**src/design/iad_pkg.sv**
```systemverilog
// ----------------------------------------------------------------------------
// iad_pkg
// Shared constants and types for the intrusion alarm detector.
// ----------------------------------------------------------------------------
package iad_pkg;

  localparam int EchoBitsDef = 20;
  localparam int PingBitsDef = 24;
  localparam int HitBits     = 8;
  localparam int CfgIdxBits  = 3;

  localparam int EchoWaitRst    = 100000;
  localparam int PingTimeoutRst = 2000000;
  localparam int HitLimitRst    = 3;

  localparam logic [CfgIdxBits-1:0] CFG_LOCAL_THR  = 3'd0;
  localparam logic [CfgIdxBits-1:0] CFG_SOUND_THR  = 3'd1;
  localparam logic [CfgIdxBits-1:0] CFG_ECHO_WAIT  = 3'd2;
  localparam logic [CfgIdxBits-1:0] CFG_PING_TMO   = 3'd3;
  localparam logic [CfgIdxBits-1:0] CFG_ARMED      = 3'd4;
  localparam logic [CfgIdxBits-1:0] CFG_HIT_LIMIT  = 3'd5;

  typedef struct packed {
    logic done;
    logic local_on;
    logic alarm_set;
  } iad_meas_t;

  typedef struct packed {
    logic link_good;
    logic alarm_set;
  } iad_link_t;

endpackage

```
**src/design/iad_meas.sv**
```systemverilog
// ----------------------------------------------------------------------------
// iad_meas
// Echo measurement sequencer and intrusion confidence counter.
// ----------------------------------------------------------------------------
module iad_meas #(
  parameter int ECHO_BITS = iad_pkg::EchoBitsDef
) (
  input  logic                        clk_i,
  input  logic                        rst_ni,
  input  logic                        en_i,
  input  logic                        start_i,
  input  logic                        echo_i,
  input  logic [ECHO_BITS-1:0]        local_thr_i,
  input  logic [ECHO_BITS-1:0]        sound_thr_i,
  input  logic [ECHO_BITS-1:0]        echo_wait_i,
  input  logic [iad_pkg::HitBits-1:0] hit_limit_i,
  output iad_pkg::iad_meas_t          stat_o,
  output logic [ECHO_BITS-1:0]        ticks_o,
  output logic [iad_pkg::HitBits-1:0] conf_o
);

  localparam logic [1:0] PH_IDLE  = 2'd0;
  localparam logic [1:0] PH_WAIT  = 2'd1;
  localparam logic [1:0] PH_COUNT = 2'd2;

  logic [1:0]                  phase_q, phase_d;
  logic [ECHO_BITS-1:0]        wait_q, wait_d;
  logic [ECHO_BITS-1:0]        count_q, count_d;
  logic [iad_pkg::HitBits-1:0] conf_q, conf_d, conf_inc;
  logic                        local_q, local_d;
  logic                        done, alarm_set;

  assign conf_inc = (conf_q == '1) ? conf_q : conf_q + 1'b1;

  always_comb begin
    phase_d   = phase_q;
    wait_d    = wait_q;
    count_d   = count_q;
    conf_d    = conf_q;
    local_d   = local_q;
    done      = 1'b0;
    alarm_set = 1'b0;
    unique case (phase_q)
      PH_WAIT: begin
        if (echo_i) begin
          phase_d = PH_COUNT;
          count_d = {{(ECHO_BITS-1){1'b0}}, 1'b1};
        end else if (wait_q >= echo_wait_i) begin
          phase_d = PH_IDLE;
        end else begin
          wait_d = wait_q + 1'b1;
        end
      end
      PH_COUNT: begin
        if (echo_i) begin
          if (count_q != '1) count_d = count_q + 1'b1;
        end else begin
          done    = 1'b1;
          local_d = count_q < local_thr_i;
          phase_d = PH_IDLE;
          if (count_q < sound_thr_i) begin
            conf_d    = conf_inc;
            alarm_set = conf_inc > hit_limit_i;
          end else if (conf_q != '0) begin
            conf_d = conf_q - 1'b1;
          end
        end
      end
      default: begin
        if (start_i) begin
          phase_d = PH_WAIT;
          wait_d  = '0;
        end else begin
          phase_d = PH_IDLE;
        end
      end
    endcase
  end

  always_ff @(posedge clk_i or negedge rst_ni) begin
    if (!rst_ni) begin
      phase_q <= PH_IDLE;
      wait_q  <= '0;
      count_q <= '0;
      conf_q  <= '0;
      local_q <= 1'b0;
    end else if (en_i) begin
      phase_q <= phase_d;
      wait_q  <= wait_d;
      count_q <= count_d;
      conf_q  <= conf_d;
      local_q <= local_d;
    end
  end

  assign stat_o.done      = done;
  assign stat_o.local_on  = local_d;
  assign stat_o.alarm_set = alarm_set;
  assign ticks_o          = done ? count_q : '0;
  assign conf_o           = conf_d;

endmodule

```
**src/design/iad_link.sv**
```systemverilog
// ----------------------------------------------------------------------------
// iad_link
// Ping watchdog: tracks ping age and drops the link flag on silence.
// ----------------------------------------------------------------------------
module iad_link #(
  parameter int PING_BITS = iad_pkg::PingBitsDef
) (
  input  logic                 clk_i,
  input  logic                 rst_ni,
  input  logic                 en_i,
  input  logic                 ping_i,
  input  logic [PING_BITS-1:0] timeout_i,
  input  logic                 armed_i,
  output iad_pkg::iad_link_t   stat_o
);

  logic [PING_BITS-1:0] age_q, age_d;
  logic                 seen_q, seen_d;
  logic                 good_q, good_d;
  logic                 expire;

  always_comb begin
    if (ping_i)              age_d = '0;
    else if (age_q != '1)    age_d = age_q + 1'b1;
    else                     age_d = age_q;
    seen_d = seen_q | ping_i;
    expire = seen_d && (age_d > timeout_i);
    good_d = good_q & ~expire;
  end

  always_ff @(posedge clk_i or negedge rst_ni) begin
    if (!rst_ni) begin
      age_q  <= '0;
      seen_q <= 1'b0;
      good_q <= 1'b1;
    end else if (en_i) begin
      age_q  <= age_d;
      seen_q <= seen_d;
      good_q <= good_d;
    end
  end

  assign stat_o.link_good = good_d;
  assign stat_o.alarm_set = expire & armed_i;

endmodule

```
**src/design/intrusion_alarm_detector.sv**
```systemverilog
// ----------------------------------------------------------------------------
// intrusion_alarm_detector
// Per-tick intrusion detector: echo ranging, confidence, vibration, watchdog.
// ----------------------------------------------------------------------------
// Usage:
//   Input channel (in_valid_i / in_stall_o) carries one sampled tick per beat.
//   Output channel (out_valid_o / out_stall_i) returns one result beat for
//   every input beat, in order, showing the state after that tick.
//   An accepted input beat passes the input register, then the result
//   register. Throughput: one beat per cycle while out_stall_i is low;
//   the state update is one pass of compare/increment logic between them.
//   A result waiting on a stalled receiver does not block the next input
//   beat from entering the input register; once both registers are full,
//   in_stall_o follows the receiver's stall.
//   Configuration: cfg_we_i writes register cfg_index_i in the cycle it is
//   high; write only while no beat is in flight. Unknown indexes are ignored.
//   Reset: clears both pipeline registers, detector state and loads the
//   configuration defaults; a beat in flight is dropped, none is invented.
// ----------------------------------------------------------------------------
module intrusion_alarm_detector #(
  parameter  int ECHO_BITS = iad_pkg::EchoBitsDef,
  parameter  int PING_BITS = iad_pkg::PingBitsDef,
  localparam int CFG_BITS  = (ECHO_BITS > PING_BITS) ? ECHO_BITS : PING_BITS
) (
  input  logic                          clk_i,
  input  logic                          rst_ni,
  input  logic                          in_valid_i,
  output logic                          in_stall_o,
  input  logic                          start_measure_i,
  input  logic                          echo_level_i,
  input  logic                          vibration_pin_i,
  input  logic                          ping_seen_i,
  input  logic                          toggle_request_i,
  output logic                          out_valid_o,
  input  logic                          out_stall_i,
  output logic                          local_alarm_o,
  output logic                          alarm_active_o,
  output logic                          link_ok_o,
  output logic                          measure_done_o,
  output logic [ECHO_BITS-1:0]          echo_ticks_o,
  output logic [iad_pkg::HitBits-1:0]   hit_count_o,
  input  logic                          cfg_we_i,
  input  logic [iad_pkg::CfgIdxBits-1:0] cfg_index_i,
  input  logic [CFG_BITS-1:0]           cfg_data_i
);

  logic [ECHO_BITS-1:0]        local_thr_q, sound_thr_q, echo_wait_q;
  logic [PING_BITS-1:0]        ping_tmo_q;
  logic                        armed_q;
  logic [iad_pkg::HitBits-1:0] hit_limit_q;

  always_ff @(posedge clk_i or negedge rst_ni) begin
    if (!rst_ni) begin
      local_thr_q <= '0;
      sound_thr_q <= '0;
      echo_wait_q <= ECHO_BITS'(iad_pkg::EchoWaitRst);
      ping_tmo_q  <= PING_BITS'(iad_pkg::PingTimeoutRst);
      armed_q     <= 1'b1;
      hit_limit_q <= iad_pkg::HitBits'(iad_pkg::HitLimitRst);
    end else if (cfg_we_i) begin
      unique case (cfg_index_i)
        iad_pkg::CFG_LOCAL_THR: local_thr_q <= cfg_data_i[ECHO_BITS-1:0];
        iad_pkg::CFG_SOUND_THR: sound_thr_q <= cfg_data_i[ECHO_BITS-1:0];
        iad_pkg::CFG_ECHO_WAIT: echo_wait_q <= cfg_data_i[ECHO_BITS-1:0];
        iad_pkg::CFG_PING_TMO:  ping_tmo_q  <= cfg_data_i[PING_BITS-1:0];
        iad_pkg::CFG_ARMED:     armed_q     <= cfg_data_i[0];
        iad_pkg::CFG_HIT_LIMIT: hit_limit_q <= cfg_data_i[iad_pkg::HitBits-1:0];
        default: ;
      endcase
    end
  end

  // input register
  logic in_vld_q;
  logic start_q, echo_q, vib_q, ping_q, toggle_q;
  logic advance, in_take;

  assign advance    = in_vld_q && (!out_valid_o || !out_stall_i);
  assign in_stall_o = in_vld_q && !advance;
  assign in_take    = in_valid_i && !in_stall_o;

  always_ff @(posedge clk_i or negedge rst_ni) begin
    if (!rst_ni) begin
      in_vld_q <= 1'b0;
    end else if (in_take) begin
      in_vld_q <= 1'b1;
    end else if (advance) begin
      in_vld_q <= 1'b0;
    end
  end

  always_ff @(posedge clk_i) begin
    if (in_take) begin
      start_q  <= start_measure_i;
      echo_q   <= echo_level_i;
      vib_q    <= vibration_pin_i;
      ping_q   <= ping_seen_i;
      toggle_q <= toggle_request_i;
    end
  end

  iad_pkg::iad_meas_t          meas;
  iad_pkg::iad_link_t          link;
  logic [ECHO_BITS-1:0]        ticks;
  logic [iad_pkg::HitBits-1:0] conf;

  iad_meas #(.ECHO_BITS(ECHO_BITS)) u_meas (
    .clk_i       (clk_i),
    .rst_ni      (rst_ni),
    .en_i        (advance),
    .start_i     (start_q),
    .echo_i      (echo_q),
    .local_thr_i (local_thr_q),
    .sound_thr_i (sound_thr_q),
    .echo_wait_i (echo_wait_q),
    .hit_limit_i (hit_limit_q),
    .stat_o      (meas),
    .ticks_o     (ticks),
    .conf_o      (conf)
  );

  iad_link #(.PING_BITS(PING_BITS)) u_link (
    .clk_i     (clk_i),
    .rst_ni    (rst_ni),
    .en_i      (advance),
    .ping_i    (ping_q),
    .timeout_i (ping_tmo_q),
    .armed_i   (armed_q),
    .stat_o    (link)
  );

  // alarm latch: sets first, toggle last
  logic alarm_q, alarm_d;

  assign alarm_d = (alarm_q | meas.alarm_set | ~vib_q | link.alarm_set) ^ toggle_q;

  always_ff @(posedge clk_i or negedge rst_ni) begin
    if (!rst_ni) begin
      alarm_q <= 1'b0;
    end else if (advance) begin
      alarm_q <= alarm_d;
    end
  end

  // result register
  logic out_vld_q;

  always_ff @(posedge clk_i or negedge rst_ni) begin
    if (!rst_ni) begin
      out_vld_q <= 1'b0;
    end else if (advance) begin
      out_vld_q <= 1'b1;
    end else if (!out_stall_i) begin
      out_vld_q <= 1'b0;
    end
  end

  always_ff @(posedge clk_i) begin
    if (advance) begin
      local_alarm_o  <= meas.local_on;
      alarm_active_o <= alarm_d;
      link_ok_o      <= link.link_good;
      measure_done_o <= meas.done;
      echo_ticks_o   <= ticks;
      hit_count_o    <= conf;
    end
  end

  assign out_valid_o = out_vld_q;

endmodule
```
**config.mk**
```make
export PLATFORM = sky130hd
export DESIGN_NAME = intrusion_alarm_detector
export DESIGN_NICKNAME = d
export VERILOG_FILES = /design/src/design/iad_pkg.sv /design/src/design/iad_meas.sv /design/src/design/iad_link.sv /design/src/design/intrusion_alarm_detector.sv
export SDC_FILE = /design/constraint.sdc
export NUM_CORES = 1
export LEC_CHECK = 0
export BUFFER_PORTS_ARGS = -buffer_cell sky130_fd_sc_hd__buf_2
export CAP_MARGIN = 20
export CORE_ASPECT_RATIO = 0.8
export CORE_MARGIN = 5
export CORE_UTILIZATION = 55
export CTS_BUF_LIST = sky130_fd_sc_hd__clkbuf_16
export DETAILED_ROUTE_END_ITERATION = 10
export PLACE_DENSITY = 0.79
export SYNTH_ARGS = -nofsm -noshare
export SYNTH_HDL_FRONTEND = slang
export SYNTH_SLANG_ARGS = --single-unit
```
**constraint.sdc**
```tcl
create_clock -name clk_i -period 4.7 [get_ports clk_i]
set_input_delay 0.235 -clock clk_i [delete_from_list [all_inputs] [get_ports clk_i]]
set_output_delay 0.235 -clock clk_i [all_outputs]
set_load 0.02 [all_outputs]
```
==> run metrics <==
crit path time final 3.92 ns; register area 0.00546 mm^2; Fillers 1704; Routed Antenna Nets 0; leading area contributor after synthesis dfrtp_1; Reg power frac 0.450; FP Rows 48; GRT Util Overall 0.231; post-synthesis net count 1406; largest net degree at the start of global routing 105; hold_buf cts 14; r2r startpoint u_link.age_q[6]$_DFFE_PN0P_; layout cell share with drive strength beyond 1 0.134; status completed; RSZ-0062 raised after global routing no; Post-Layout Cell Count 1636; footprint of the multi-input gates 0.00601 mm^2; drt via density 5.85; Synth area leaders dfrtp_1 32%, ha_1 10%, edfxtp_1 9.2%; Post-DP HPWL 20200 um; vias in the first global route 9287; Max Fclk 255 MHz; drt pass-1 iters 5; Die Area 0.0250 mm^2; RePlAce Congestion 0.905; Crit-path slowest cell dfrtp_1; Int Pwr 3.56 mW; placed cells 1578; max-cap viol count 0; worst vdd ir 0.000262 V; leakage power 6.26 nW; final wirelength 28700 um; Synth Area in XOR/XNOR 0.0298; Setup crit start u_link.age_q[6]$_DFFE_PN0P_; Comb pwr share 0.230; core area 0.0216 mm^2; post-synthesis simple-gate area fraction 0.175; Synth Instances 1271; final setup fails 0; area delta synth->final 12.0%; CP startpoint kind flip-flop; post_cts resized 0; Placed Area 0.0127 mm^2; die width 176 um; Pwr Density 383 mW/mm^2; Worst Hold Slack 0.0170 ns; Starting Density 0.560; initial antenna violation count 0; synthesized area 0.0121 mm^2; Antenna Cells 0; Net Sw Frac 0.313; final slew viol count 0; Clk pwr share 0.320; Worst path max stage delay 0.48 ns; clock root cell clkbuf_16; post-synth top area share 0.323; # IOs 71; worst reg2reg endpoint alarm_active_o$_DFFE_PP_; I/O Buffers 70; final clock skew 0.0108 ns; Clock Path Buffers 3; mux cell area share after synthesis 0.0465; Seq cells post-synth 210; CTS tree done; Post-synth ARST share 0.824; vias 9563; Post-Syn Area per Cell 9.50 um^2; Avg WL per Cell 17.5 um; Adder-Cell Fraction of Synth Area 0.102; Hold Crit Start cfg_data_i[18]; cts bufs inserted 23; sequential cell area fraction in the yosys report 0.452; Worst-Margin Slew 1.07 ns; worst min path class primary input to flip-flop; Worst EP required 4.94 ns; library cells used by synthesis 66; Max Fanout on Critical Path 9; Final WS setup 0.782 ns; number of H-tree levels 1; Synth Flop Type dfrtp_1; final period utilization 0.834; reg2reg setup slack 0.78 ns; setup TNS 0 ns; Clock Latency Late Sink 0.51 ns; Net Sw Power 1.62 mW; Total Nets Final 1479; cell depth of the worst hold path 3; Iter 0 DRT Violations 965; Reg clk slew, reported paths 0.06 ns; DP Worst Slack 0.881 ns; clock sink count 210; yosys warns 0; Die Y-Extent 143 um; # DRC 0; Hold Path End local_thr_q[18]$_DFFE_PN0P_; compound-cell area share of the yosys netlist 0.144; crit end category flip-flop; total gr overflow 0; worst r2r path cells 16; main combinational cell family by area after synthesis simple AND/OR/NAND/NOR gates; Max-slew headroom 0.285; CP Cell Sequence and4_1 > nand4_1 > o31a_1 > and3_1 > nand3_1 > xor2_1 > nor2_1 > ha_1 > nand4_1 > nor4_1 > buf_4 > nand2_1 > o211ai_1 > a21oi_1 > nor4_1 > nor2_1; global-route wire length before repair 47800 um; post-layout instance area 0.0135 mm^2; EDFF count, synth 37; post-CTS setup buffer count 0; Arrival @ worst endpoint 4.16 ns; Hold Fails Final Rpt 0; critical path class flip-flop to flip-flop
## kinds of logic (layout without fill, tap and decap cells)
group | Yosys count | in the layout
XOR/XNOR | 41 | 41
buffers and inverters | 158 | 248
adder cells (fa/ha/maj) | 98 | 98
flip-flops | 210 | 210
AO/OA/AOI/OAI | 277 | 277
AND/OR/NAND/NOR | 436 | 436
multiplexers | 51 | 51
## through the flow
stage,util,total power [mW]
finish,0.627,5.18
global route,0.627,5.50
CTS,0.626,5.22
detailed placement,0.588,3.52
global placement,0.588,3.45
floorplan,-,3.14
## sequential cells by signal, indices dropped and copies added (netlist names), 2 cells and up
signal	cells
ping_tmo_q	24
u_link.age_q	24
echo_ticks_o	20
echo_wait_q	20
local_thr_q	20
sound_thr_q	20
u_meas.count_q	20
u_meas.wait_q	20
hit_count_o	8
hit_limit_q	8
u_meas.conf_q	8
u_meas.phase_q	2
## cell usage in the layout, fill, tap and decap left out, types with 9 or more instances in the layout
| cell | n |
|---|---|
| nor3_1 | 21 |
| mux2_2 | 41 |
| dlygate4sd3_1 | 14 |
| nand4_1 | 32 |
| nand2_1 | 158 |
| buf_2 | 69 |
| nor2b_1 | 11 |
| clkbuf_16 | 23 |
| nor2_1 | 87 |
| dfrtp_1 | 156 |
| dfstp_2 | 17 |
| mux2i_1 | 10 |
| inv_1 | 119 |
| edfxtp_1 | 37 |
| xor2_1 | 21 |
| a21oi_1 | 56 |
| o21ai_0 | 108 |
| and2_1 | 29 |
| nand2b_1 | 10 |
| buf_4 | 13 |
| nand3_1 | 31 |
| a21o_1 | 19 |
| xnor2_1 | 20 |
| o31ai_1 | 16 |
| and3_1 | 20 |
| and4_1 | 9 |
| ha_1 | 98 |
## synthesized netlist by cell type (7+ instances only)
library cell	instances
nor2_1	88
mux2_2	41
a22o_1	7
nor2b_1	11
clkbuf_1	42
o31ai_1	16
and2_1	29
and4_1	9
mux2i_1	10
nor3_1	21
ha_1	98
a21o_1	19
nand2b_1	10
o211ai_1	8
inv_1	107
xor2_1	21
o21ai_0	108
nand4_1	32
a21oi_1	56
dfrtp_1	156
xnor2_1	20
nand2_1	158
a31oi_1	8
dfstp_2	17
and3_1	20
edfxtp_1	37
nand3_1	31
## power groups by stage
stage | Clock (mW) | Sequential, mW | Combinational [mW]
finish | 1.66 | 2.33 | 1.19
CTS | 1.70 | 2.32 | 1.19
detailed placement | 0 | 2.35 | 1.17
global route | 1.78 | 2.36 | 1.37
global placement | 0 | 2.34 | 1.11
floorplan | 0 | 2.33 | 0.819
## worst max-delay path, delay by kind of cell, from the launching register on
| kind | cells | cell delay (ns) |
|---|---|---|
| AND/OR/NAND/NOR | 10 | 1.89 |
| AO/OA/AOI/OAI | 3 | 0.60 |
| adder cells (fa/ha/maj) | 1 | 0.32 |
| XOR/XNOR | 1 | 0.18 |
| flip-flops | 1 | 0.48 |
| buffers and inverters | 1 | 0.18 |
## worst max path at each step
stage,to,slack [ns]
final,alarm_active_o$_DFFE_PP_,0.78
after floorplan,alarm_active_o$_DFFE_PP_,1.15
after global placement,alarm_active_o$_DFFE_PP_,0.98
after detailed placement,alarm_active_o$_DFFE_PP_,0.88
after CTS,alarm_active_o$_DFFE_PP_,0.82
after global routing,alarm_active_o$_DFFE_PP_,0.43
## final cells by class
type	instances	area share
Clock inverter	19	0.00833
Clock buffer	23	0.0426
Inverter	107	0.0297
Sequential cell	210	0.404
Multi-Input combinational cell	903	0.444
Timing Repair Buffer	99	0.0455
Tap cell	275	0.0255
## per-layer routing
| layer | share of wire | global-route usage | up-vias |
|---|---|---|---|
| li1 | - | - | 4636 |
| met5 | 0 | 0 | - |
| met2 | 0.45 | 0.367 | 279 |
| met3 | 0.054 | 0.0311 | 39 |
| met1 | 0.47 | 0.342 | 4609 |
| met4 | 0.022 | 0.0541 | 0 |
(Power assumes the default switching activity.)
